<file path="src/rtl/rav_pkg.sv">
// rav_pkg: shared types and constants for rank_assign_by_value
// no dependencies; imported by every module of the block except the generic rav_ram
`default_nettype none

package rav_pkg;

  localparam int MAX_ITEMS = 64;
  localparam int VALUE_W   = 32;
  localparam int RANK_W    = 7;
  localparam int IDX_W     = $clog2(MAX_ITEMS);
  localparam int CNT_W     = $clog2(MAX_ITEMS + 1);

  typedef struct packed {
    logic signed [VALUE_W-1:0] sample_value;
    logic                      final_item;
  } in_item_t;

  typedef struct packed {
    logic [RANK_W-1:0] rank;
    logic              run_end;
    logic              overflowed;
  } out_item_t;

  // one loaded set handed from the front to the back
  typedef struct packed {
    logic [CNT_W-1:0] count;
    logic             overflowed;
  } job_t;

  typedef struct packed {
    logic               en;
    logic [IDX_W-1:0]   addr;
    logic [VALUE_W-1:0] data;
  } ram_wr_t;

  typedef enum logic [1:0] {
    BK_IDLE,
    BK_CAPTURE,
    BK_SCAN,
    BK_PUT
  } back_state_e;

endpackage

`default_nettype wire

</file>
<file path="src/rtl/rank_assign_by_value.sv">
// rank_assign_by_value: top level, loads a set of signed values and emits their ranks
// depends on rav_pkg, rav_ram, rav_front, rav_job_queue, rav_back
//
//   channel  direction  handshake           payload
//   in       input      in_valid_i/stall_o  sample_value, final_item
//   out      output     out_valid_o/stall_i rank, run_end, overflowed
//
// loading takes one value per cycle while the input is not stalled; values past the store capacity are dropped
// ranking a set of n values takes each result through capture, n compares and output,
// one result at a time, bound by the single ram read port
// the input is stalled from the final request until the last rank is registered
// reset is asynchronous and clears control state only; the value ram is not cleared
`default_nettype none

module rank_assign_by_value (
  input  wire logic              clk_i,
  input  wire logic              rst_ni,
  input  wire logic              in_valid_i,
  input  wire rav_pkg::in_item_t in_data_i,
  output logic                   in_stall_o,
  output logic                   out_valid_o,
  output rav_pkg::out_item_t     out_data_o,
  input  wire logic              out_stall_i
);

  import rav_pkg::*;

  ram_wr_t            ram_wr;
  logic [IDX_W-1:0]   rd_addr;
  logic [VALUE_W-1:0] rd_data;
  logic               push_valid, push_stall;
  job_t               push_job;
  logic               pop_valid, pop_stall;
  job_t               pop_job;
  logic               done;

  rav_ram #(
    .WIDTH(VALUE_W),
    .DEPTH(MAX_ITEMS)
  ) u_ram (
    .clk_i  (clk_i),
    .we_i   (ram_wr.en),
    .waddr_i(ram_wr.addr),
    .wdata_i(ram_wr.data),
    .raddr_i(rd_addr),
    .rdata_o(rd_data)
  );

  rav_front u_front (
    .clk_i      (clk_i),
    .rst_ni     (rst_ni),
    .in_valid_i (in_valid_i),
    .in_data_i  (in_data_i),
    .in_stall_o (in_stall_o),
    .ram_wr_o   (ram_wr),
    .job_valid_o(push_valid),
    .job_o      (push_job),
    .job_stall_i(push_stall),
    .done_i     (done)
  );

  rav_job_queue u_queue (
    .clk_i       (clk_i),
    .rst_ni      (rst_ni),
    .push_valid_i(push_valid),
    .push_i      (push_job),
    .push_stall_o(push_stall),
    .pop_valid_o (pop_valid),
    .pop_o       (pop_job),
    .pop_stall_i (pop_stall)
  );

  rav_back u_back (
    .clk_i      (clk_i),
    .rst_ni     (rst_ni),
    .job_valid_i(pop_valid),
    .job_i      (pop_job),
    .job_stall_o(pop_stall),
    .rd_addr_o  (rd_addr),
    .rd_data_i  (rd_data),
    .done_o     (done),
    .out_valid_o(out_valid_o),
    .out_data_o (out_data_o),
    .out_stall_i(out_stall_i)
  );

endmodule

`default_nettype wire

</file>
<file path="src/rtl/rav_ram.sv">
// rav_ram: generic single write port, single read port ram with registered read
// no dependencies
`default_nettype none

module rav_ram #(
  parameter int WIDTH = 32,
  parameter int DEPTH = 64
) (
  input  wire logic                     clk_i,
  input  wire logic                     we_i,
  input  wire logic [$clog2(DEPTH)-1:0] waddr_i,
  input  wire logic [WIDTH-1:0]         wdata_i,
  input  wire logic [$clog2(DEPTH)-1:0] raddr_i,
  output logic      [WIDTH-1:0]         rdata_o
);

  logic [WIDTH-1:0] mem_q [DEPTH];
  logic [WIDTH-1:0] rdata_q;

  always_ff @(posedge clk_i) begin
    if (we_i) begin
      mem_q[waddr_i] <= wdata_i;
    end
    rdata_q <= mem_q[raddr_i];
  end

  assign rdata_o = rdata_q;

endmodule

`default_nettype wire

</file>
<file path="src/rtl/rav_front.sv">
// rav_front: accepts values, writes them to the value ram in load order
// depends on rav_pkg; hands each finished set to the job queue
`default_nettype none

module rav_front (
  input  wire logic             clk_i,
  input  wire logic             rst_ni,
  input  wire logic             in_valid_i,
  input  wire rav_pkg::in_item_t in_data_i,
  output logic                  in_stall_o,
  output rav_pkg::ram_wr_t      ram_wr_o,
  output logic                  job_valid_o,
  output rav_pkg::job_t         job_o,
  input  wire logic             job_stall_i,
  input  wire logic             done_i
);

  import rav_pkg::*;

  logic [CNT_W-1:0] count_q, count_d;
  logic             ovf_q, ovf_d;
  logic             busy_q, busy_d;
  logic             accept;
  logic             room;
  logic [CNT_W-1:0] count_inc;

  // a set being ranked owns the ram, so new requests wait
  assign in_stall_o = busy_q | job_stall_i;
  assign accept     = in_valid_i & ~in_stall_o;
  assign room       = count_q < CNT_W'(MAX_ITEMS);
  assign count_inc  = count_q + CNT_W'(1);

  assign ram_wr_o.en   = accept & room;
  assign ram_wr_o.addr = count_q[IDX_W-1:0];
  assign ram_wr_o.data = in_data_i.sample_value;

  assign job_valid_o      = accept & in_data_i.final_item;
  assign job_o.count      = room ? count_inc : count_q;
  assign job_o.overflowed = ovf_q | ~room;

  always_comb begin
    count_d = count_q;
    ovf_d   = ovf_q;
    busy_d  = busy_q;
    if (accept) begin
      if (in_data_i.final_item) begin
        count_d = '0;
        ovf_d   = 1'b0;
        busy_d  = 1'b1;
      end else begin
        count_d = room ? count_inc : count_q;
        ovf_d   = ovf_q | ~room;
      end
    end
    if (done_i) begin
      busy_d = 1'b0;
    end
  end

  always_ff @(posedge clk_i or negedge rst_ni) begin
    if (!rst_ni) begin
      count_q <= '0;
      ovf_q   <= 1'b0;
      busy_q  <= 1'b0;
    end else begin
      count_q <= count_d;
      ovf_q   <= ovf_d;
      busy_q  <= busy_d;
    end
  end

endmodule

`default_nettype wire

</file>
<file path="src/rtl/rav_job_queue.sv">
// rav_job_queue: two-entry fifo of loaded sets between front and back
// depends on rav_pkg
`default_nettype none

module rav_job_queue (
  input  wire logic          clk_i,
  input  wire logic          rst_ni,
  input  wire logic          push_valid_i,
  input  wire rav_pkg::job_t push_i,
  output logic               push_stall_o,
  output logic               pop_valid_o,
  output rav_pkg::job_t      pop_o,
  input  wire logic          pop_stall_i
);

  import rav_pkg::*;

  job_t       entry_q [2];
  logic       wr_ptr_q, rd_ptr_q;
  logic [1:0] fill_q;
  logic       push, pop;

  assign push_stall_o = fill_q == 2'd2;
  assign pop_valid_o  = fill_q != 2'd0;
  assign pop_o        = entry_q[rd_ptr_q];
  assign push         = push_valid_i & ~push_stall_o;
  assign pop          = pop_valid_o & ~pop_stall_i;

  always_ff @(posedge clk_i) begin
    if (push) begin
      entry_q[wr_ptr_q] <= push_i;
    end
  end

  always_ff @(posedge clk_i or negedge rst_ni) begin
    if (!rst_ni) begin
      wr_ptr_q <= 1'b0;
      rd_ptr_q <= 1'b0;
      fill_q   <= 2'd0;
    end else begin
      if (push) begin
        wr_ptr_q <= ~wr_ptr_q;
      end
      if (pop) begin
        rd_ptr_q <= ~rd_ptr_q;
      end
      if (push && !pop) begin
        fill_q <= fill_q + 2'd1;
      end else if (pop && !push) begin
        fill_q <= fill_q - 2'd1;
      end
    end
  end

endmodule

`default_nettype wire

</file>
<file path="src/rtl/rav_back.sv">
// rav_back: ranks each stored value by scanning the value ram once per entry
// depends on rav_pkg; reads the ram through its single registered read port
`default_nettype none

module rav_back (
  input  wire logic                          clk_i,
  input  wire logic                          rst_ni,
  input  wire logic                          job_valid_i,
  input  wire rav_pkg::job_t                 job_i,
  output logic                               job_stall_o,
  output logic [rav_pkg::IDX_W-1:0]          rd_addr_o,
  input  wire logic [rav_pkg::VALUE_W-1:0]   rd_data_i,
  output logic                               done_o,
  output logic                               out_valid_o,
  output rav_pkg::out_item_t                 out_data_o,
  input  wire logic                          out_stall_i
);

  import rav_pkg::*;

  back_state_e               state_q, state_d;
  job_t                      job_q, job_d;
  logic [IDX_W-1:0]          pos_q, pos_d;
  logic [IDX_W-1:0]          cmp_q, cmp_d;
  logic signed [VALUE_W-1:0] v_q, v_d;
  logic [CNT_W-1:0]          rank_q, rank_d;
  logic                      out_valid_q, out_valid_d;
  out_item_t                 out_q, out_d;

  logic hit;
  logic last_cmp;
  logic last_pos;
  logic out_free;

  // smaller values count, and equal ones loaded later
  assign hit = ($signed(rd_data_i) < v_q) || ((rd_data_i == v_q) && (cmp_q > pos_q));
  assign last_cmp = (CNT_W'(cmp_q) + CNT_W'(1)) == job_q.count;
  assign last_pos = (CNT_W'(pos_q) + CNT_W'(1)) == job_q.count;
  assign out_free = ~out_valid_q | ~out_stall_i;

  always_comb begin
    state_d     = state_q;
    job_d       = job_q;
    pos_d       = pos_q;
    cmp_d       = cmp_q;
    v_d         = v_q;
    rank_d      = rank_q;
    out_valid_d = out_valid_q & out_stall_i;
    out_d       = out_q;
    job_stall_o = 1'b1;
    rd_addr_o   = '0;
    done_o      = 1'b0;
    unique case (state_q)
      BK_IDLE: begin
        job_stall_o = 1'b0;
        if (job_valid_i) begin
          job_d   = job_i;
          pos_d   = '0;
          state_d = BK_CAPTURE;
        end
      end
      BK_CAPTURE: begin
        v_d     = rd_data_i;
        cmp_d   = '0;
        rank_d  = CNT_W'(1);
        state_d = BK_SCAN;
      end
      BK_SCAN: begin
        rank_d = rank_q + CNT_W'(hit);
        if (last_cmp) begin
          state_d = BK_PUT;
        end else begin
          rd_addr_o = cmp_q + IDX_W'(1);
          cmp_d     = cmp_q + IDX_W'(1);
        end
      end
      BK_PUT: begin
        // prefetch the next entry's value while the result waits
        rd_addr_o = pos_q + IDX_W'(1);
        if (out_free) begin
          out_valid_d      = 1'b1;
          out_d.rank       = RANK_W'(rank_q);
          out_d.run_end    = last_pos;
          out_d.overflowed = job_q.overflowed;
          if (last_pos) begin
            done_o  = 1'b1;
            state_d = BK_IDLE;
          end else begin
            pos_d   = pos_q + IDX_W'(1);
            state_d = BK_CAPTURE;
          end
        end
      end
      default: begin
        state_d = BK_IDLE;
      end
    endcase
  end

  always_ff @(posedge clk_i or negedge rst_ni) begin
    if (!rst_ni) begin
      state_q     <= BK_IDLE;
      out_valid_q <= 1'b0;
    end else begin
      state_q     <= state_d;
      out_valid_q <= out_valid_d;
    end
  end

  always_ff @(posedge clk_i) begin
    job_q  <= job_d;
    pos_q  <= pos_d;
    cmp_q  <= cmp_d;
    v_q    <= v_d;
    rank_q <= rank_d;
    out_q  <= out_d;
  end

  assign out_valid_o = out_valid_q;
  assign out_data_o  = out_q;

endmodule

`default_nettype wire

</file>
<file path="config.mk">
export PLATFORM = sky130hd
export DESIGN_NAME = rank_assign_by_value
export DESIGN_NICKNAME = d
export VERILOG_FILES = /design/src/rtl/rav_pkg.sv /design/src/rtl/rank_assign_by_value.sv /design/src/rtl/rav_ram.sv /design/src/rtl/rav_front.sv /design/src/rtl/rav_job_queue.sv /design/src/rtl/rav_back.sv
export SDC_FILE = /design/constraint.sdc
export NUM_CORES = 2
export LEC_CHECK = 0
export CAP_MARGIN = 10
export CORE_MARGIN = 4
export CORE_UTILIZATION = 40
export CTS_CLUSTER_SIZE = 16
export DETAILED_ROUTE_END_ITERATION = 10
export DONT_BUFFER_PORTS = 1
export PLACE_DENSITY_LB_ADDON = 0.15
export SLEW_MARGIN = 20
export SYNTH_ARGS = -nofsm -noshare
export SYNTH_HDL_FRONTEND = slang
export SYNTH_HIERARCHICAL = 1
export SYNTH_SLANG_ARGS = --single-unit
</file>
<file path="constraint.sdc">
create_clock -name clk_i -period 6.3 [get_ports clk_i]
set_input_delay 0.63 -clock clk_i [delete_from_list [all_inputs] [get_ports clk_i]]
set_output_delay 0.63 -clock clk_i [all_outputs]
set_load 0.02 [all_outputs]
</file>
## Word level (Yosys, flattened, before mapping)

Memory sizes are Yosys's and may differ from the RTL's. A register that Yosys moved wholly into a read port is not among the register bits.
Index checks and enable logic that the tools add are counted.

| storage, ports and cells | value |
|---|---|
| bits in registers | 76 |
| memory bits (writable) | 2064 |
| memories kept | 2 |
| input bits | 37 |

| operators by class | value |
|---|---|
| multiplexer cells | 31 |
| add/sub/neg operators | 8 |
| magnitude comparators | 3 |
| reductions and logical operators | 19 |
| bitwise logic cells | 16 |
| equality and inequality tests | 12 |

Memory list:

| memory | depth | bits a word | read ports | clocked after Yosys merged registers in | wr ports | line | source |
|---|---|---|---|---|---|---|---|
| u_ram.mem_q | 64 | 32 | 1 | 1 | 1 | rav_ram.sv:17 | `logic [WIDTH-1:0] mem_q [DEPTH];` |
| u_queue.entry_q | 2 | 8 | 1 | 1 | 1 | rav_job_queue.sv:18 | `job_t entry_q [2];` |

Operators with widths:

| kind | number |
|---|---|
| 6-bit one-hot mux with 2 select lines | 3 |
| 32-bit == test | 1 |
| 32-bit < comparator | 1 |
| 6-bit two-way mux | 5 |
| 6-bit by 1-bit adder with 7-bit output, second input constant | 2 |
| 7-bit == test | 2 |
| 1-bit two-way mux | 14 |
| 7-bit two-way mux | 2 |
| 7-bit one-hot mux with 2 select lines | 1 |
| 6-bit by 1-bit adder with 6-bit output, second input constant | 2 |
| 2-bit nonzero test | 6 |
| 2-bit two-way mux | 5 |
| 2-bit one-hot mux with 4 select lines | 1 |
| 2-bit AND reduction | 4 |
| 7-bit by 1-bit adder with 7-bit output | 1 |
| 7-bit by 1-bit adder with 7-bit output, second input constant | 1 |
| 7-bit < comparator, second input constant | 1 |
| 1-bit NOT | 7 |
| 1-bit AND | 6 |
| 2-bit == test, second input constant | 3 |
| 6-bit > comparator | 1 |
| 2-bit inequality test, second input constant | 3 |
| 2-bit by 1-bit inequality test with 1-bit output, second input constant | 2 |
| 4-bit AND reduction | 1 |
| other kinds (9) | 14 |

## Depth between registers and ports, before layout

| depth | value |
|---|---|
| depth in word-level cells | 10 |
| gate-level depth with buffers | 16 |
| mapped depth without buffers | 14 |

## By module

The synthesis kept the hierarchy.

Modules (own cells, without submodules):

| module | cells an instance | area each (um^2) | instances | sequential area each (um^2) |
|---|---|---|---|---|
| rav_ram | 3324 | 78515.3 | 1 | 62139.6 |
| rav_back | 324 | 3926.3 | 1 | 2117.0 |
| rav_front | 93 | 863.3 | 1 | 225.2 |
| rav_job_queue | 44 | 785.8 | 1 | 580.6 |

## Worst setup path before layout

Ideal clock, no wire load.

| path | value |
|---|---|
| path kind | register to register |
| start | reg u_queue.fill_q[0] |
| end | mem u_ram.mem_q[48][0], enable pin |
| clock period less this slack | 4.399 ns |
| library setup time | 0.461 ns |
| path slack | 1.901 ns |
| stages on the path, launching flop included | 9 |
| data arrival time | 3.938 ns |
| cells stage by stage | dfrtp_1 -> nand2b_1 -> inv_1 -> or3b_1 -> buf_6 -> nor2_1 -> nor2b_1 -> nand4b_1 -> nor3_1 |

RTL lines:

| element | line | source |
|---|---|---|
| start, declared | rav_job_queue.sv:20 | `logic [1:0] fill_q;` |
| start signal, assigned | rav_job_queue.sv:48 | `fill_q <= fill_q + 2'd1;` |
| start signal, assigned | rav_job_queue.sv:50 | `fill_q <= fill_q - 2'd1;` |
| end, declared | rav_ram.sv:17 |  |

## Worst setup path in the final report

| path | value |
|---|---|
| start | reg u_back.cmp_q[0] |
| end | reg u_ram.rdata_q[2], in the netlist u_ram/rdata_o[2], read port of u_ram.mem_q |

| on the way | value |
|---|---|
| longest elaborated chain between the ends | 4 |

Ends and longest elaborated chain:

| element | line | source |
|---|---|---|
| start, declared | rav_back.sv:24 | `logic [IDX_W-1:0] cmp_q, cmp_d;` |
| start signal, assigned | rav_back.sv:113 | `cmp_q <= cmp_d;` |
| 6-bit by 1-bit adder with 7-bit output | rav_back.sv:37 | `assign last_cmp = (CNT_W'(cmp_q) + CNT_W'(1)) == job_q.count;` |
| 7-bit == test | rav_back.sv:37 |  |
| 6-bit two-way mux * | rav_back.sv:70 | `if (last_cmp) begin` |
| 6-bit one-hot mux with 2 select lines * | rav_back.sv:53 | `unique case (state_q)` |
| net rd_addr[0] | rank_assign_by_value.sv:29 | `logic [IDX_W-1:0] rd_addr;` |
| end, declared | rav_ram.sv:18 | `logic [WIDTH-1:0] rdata_q;` |

The timed path passes the listed nets; every way through them passes the cells marked *.
A chain may end at the register's enable or synchronous reset.

==> results.md <==
- Status: completed
- Crit path largest cell delay: around 0.8 ns
- Top Ports: 48
- CTS H-tree depth: 4
- Max-slew violation count: 0
- Placed Area: around 90,000 µm²
- Part of the power in combinational logic: 2.0%
- Flops & latches, synth: ~2,200
- Library cells used by synthesis: 74
- CTS Sinks: roughly 2,200
- Row count: around 170
- YS warnings: 6
- Sw Share: between 20% and 30%
- Final WL: roughly 230 mm
- Crit-path cells: ha_1 > xnor2_1 > o311a_1 > nand4_1 > o31ai_4 > o22ai_4 > buf_12 > buf_12 > buf_4 > mux4_2 > mux4_2 > o22ai_1 > nor2_1
- Clk pin slew, worst setup/hold paths: around 0.060 ns
- Placeable Area: between 200,000 and 250,000 µm²
- Area Overhead vs Synth: 14.8%
- CP Data Required Time: between 6 and 7 ns
- RePlAce Congestion: ~0.78
- Clk network pwr share: between 40% and 50%
- Clock Skew: approximately 0.037 ns
- Initial antenna violation count: 7
- Antenna-violating nets left: 0
- Design area: approximately 97,000 µm²
- Unrepaired setup endpoints after global routing: no
- Post-Syn Area: 84,100 µm²
- Commonest non-fill, non-tap cell in the layout: edfxtp_1
- Initial core utilization: between 40 and 50%
- Post-synthesis sequential area ratio: 77.4%
- First-pass GRT wire length: 323 mm
- Largest net degree at the start of global routing: 75
- Buffers plus inverters on the worst setup path: 3
- Detail Placement HPWL: 132 mm
- Clk_lat worst skew: 0.86 ns
- Vias in the first global route: slightly above 40,000
- Startpoint Class: register
- DRC: 0
- MaxCap Viol Count: 0
- TritonRoute pass-1 iters: 5
- Ys flop type: edfxtp_1
- Power per standard cell area: 307 nW/µm²
- Fmax: 181 MHz
- Die Area: 218,000 µm²
- Met1 Track Usage GR: between 30 and 40%
- Synth Net Count: about 3,900
- Worst path slowest cell: o31ai_4
- Number of DRC markers in iteration 0: between 4,000 and 5,000
- CTS tree: done
- Crit. End Element: register
- Nets: 4,071
- Fin. Hold Viols: 0
- Ys async rst share: less than 1%
- Arrival time at the worst endpoint: about 6.2 ns
- Die width: roughly 470 µm
- Rel. slew slack: a little over a fifth
- Crit-path leading delay family: compound AO/OA/AOI/OAI gates
- Psw: around 6100 µW
- Share of cells above drive strength 1: 28.1%
- Worst-Margin Slew: roughly 1.2 ns
- Crit path kind: reg -> reg
- Worst Hold Launch: in_valid_i
- Root Buffer: clkbuf_16
- Clock Tree Buf Depth: 3
- Final setup fails: 0
- Worst Slack Setup Final: a little under 0.8 ns
- Commonest non-fill, non-tap cells in the layout: 2,132 x edfxtp_1, 544 x mux4_2, 227 x clkbuf_16
- Cell count after placement: 6,529
- Hold Crit Class: in -> reg
- Worst Setup SP: u_back/cmp_q[0]$_SDFFCE_PN0P_
- Sequential Power Share: between 50 and 60%
- Met3 Use GR: between 3 and 4%
- Post-Place Setup Slack: 0.857 ns
- Power Internal: around 24,000 µW
- Grt met2 use: about a third
- EDFF count, synth: around 2,100
- DIE HEIGHT: approximately 470 µm
- GR Util All Layers: around a fifth
- Routed WL per cell: 32.7 µm
- Maximum VDD drop: ~220 µV
- Final non-filler cell total: between 6,000 and 7,000
- CTS Buf Count: approximately 230
- CTS resizes: 0
- Most Used Layer, Global Route: met2
- Avg Inst Size Synth: about 22 µm²
- Vias per std cell: around 5.7
- Total Neg Setup Slack: 0 ns
- Reg2reg start: u_back/cmp_q[0]$_SDFFCE_PN0P_
- Tmin final: between 5 and 6 ns
- Leak: 0.0305 µW
- Final period util: between 80% and 90%
- Grt total ovfl: 0
- Buffers on Ports: 0
- Crit-path max FO: 37
- Via Count: 39,900
- Mapped Cells: between 3,000 and 4,000
-- worst register-to-register path, stage by stage, from the launching register on --
cell      delay (ns)
edfxtp_1        0.52
ha_1            0.39
xnor2_1         0.19
o311a_1         0.19
nand4_1         0.15
o31ai_4         0.79
o22ai_4         0.50
buf_12          0.32
buf_12          0.23
buf_4           0.31
mux4_2          0.45
mux4_2          0.46
o22ai_1         0.74
nor2_1          0.12
-- per-stage QoR --
stage	total power, µW	hold slack [ns]	util, %
2_1_floorplan	16700	0.334	-
3_3_place_gp	16700	0.336	42.2
3_5_place_dp	16700	0.335	42.3
4_1_cts	30000	0.0486	46.1
5_1_grt	30600	0.0942	46.1
6_report	29700	0.124	46.1
-- Yosys cell counts (all sizes together), types with 3 or more instances --
master  count  share of area (%)
edfxtp   2132                 76
mux4      544                 15
nor2      153               0.68
buf       150                1.1
mux2i      93                1.1
o22ai      89               0.66
a21oi      79               0.47
clkbuf     77               0.34
inv        50               0.22
ha         48               0.71
nand2      46               0.21
dfxtp      32               0.76
o221ai     28               0.29
nor2b      27               0.20
xnor2      25               0.26
dfrtp      16               0.48
nand3      16               0.10
nand2b     14               0.11
a22oi      13               0.13
and2       13              0.098
nor3       12              0.071
mux2       11               0.15
nand4      11              0.082
o21ai      10              0.060
a21o        9              0.082
and3        9              0.068
a311oi      8              0.083
xor2        8              0.083
or2         6              0.048
or3b        6              0.063
a41o        5              0.060
nand3b      5              0.045
nand4b      4              0.060
o32ai       4              0.042
a211oi      3              0.027
and2b       3              0.030
or3         3              0.022
-- state kept, by name (all words and copies together) (netlist names), 2 cells and up --
register / count
u_ram/mem_q: 2048
u_back/v_q: 32
u_ram/rdata_o: 32
u_queue/entry_q: 16
u_back/out_data_o: 9
u_back/job_q: 8
u_back/rank_q: 7
u_front/count_q: 7
u_back/cmp_q: 6
u_back/pos_q: 6
u_back/state_q: 2
u_queue/fill_q: 2
-- power groups by stage --
stage	Clock (µW)	Combinational, µW	Sequential [µW]
after global placement	0	301	16400
after global routing	13900	635	16100
after floorplan	0	328	16400
final	13000	587	16100
after CTS	13200	592	16100
after detailed placement	0	305	16400
-- logic make-up after synthesis --
| family | synth area share (%) |
|---|---|
| and+or+nand+nor | 1.95 |
| AOI/OAI and AO/OA | 2.12 |
| buffers and inverters | 1.67 |
| xor gates and xnor gates | 0.344 |
| DFF | 77.4 |
| adders and majority gates | 0.714 |
| muxes | 15.8 |
-- final timing paths --
kind	slack, ns	to	cells past startpoint
setup / recovery	0.78	u_ram/rdata_o[2]$_DFF_P_	13
hold / removal	0.12	u_front/count_q[0]$_DFFE_PN0P_	3
setup reg to reg	0.78	u_ram/rdata_o[2]$_DFF_P_	13
hold reg to reg	0.43	u_back/out_data_o[0]$_DFFE_PP_	0
max in group asynchronous	5.45	u_back/state_q[1]$_DFFE_PN0P_	1
min in group asynchronous	0.33	u_front/count_q[0]$_DFFE_PN0P_	1
-- final cells by class --
cell class              count  area (µm²)
fillers                 17500      113000
clock buffers             301        6100
diodes                      5        12.5
clock inverters           122        1080
inverters                  50         188
flip-flops and latches   2180       65100
multi-input cells        1328       18200
repair buffers            201        2420
well taps                2805        3510
-- layer usage --
layer	wire length, µm	vias up	part of all wire [%]
met5	15	-	0.0066
met4	4060	2	1.8
met3	13100	272	5.7
met2	111000	1290	49
met1	100000	22000	44
li1	-	16300	-
-- timing repair --
| action | 4_1_cts | 5_1_grt |
|---|---|---|
| endpoints found under the hold margin | 2074 | 0 |
| hold buffers | 35 | 0 |
| buffers inserted | 0 | 0 |
No activity file was read; power rests on OpenSTA's default activity.
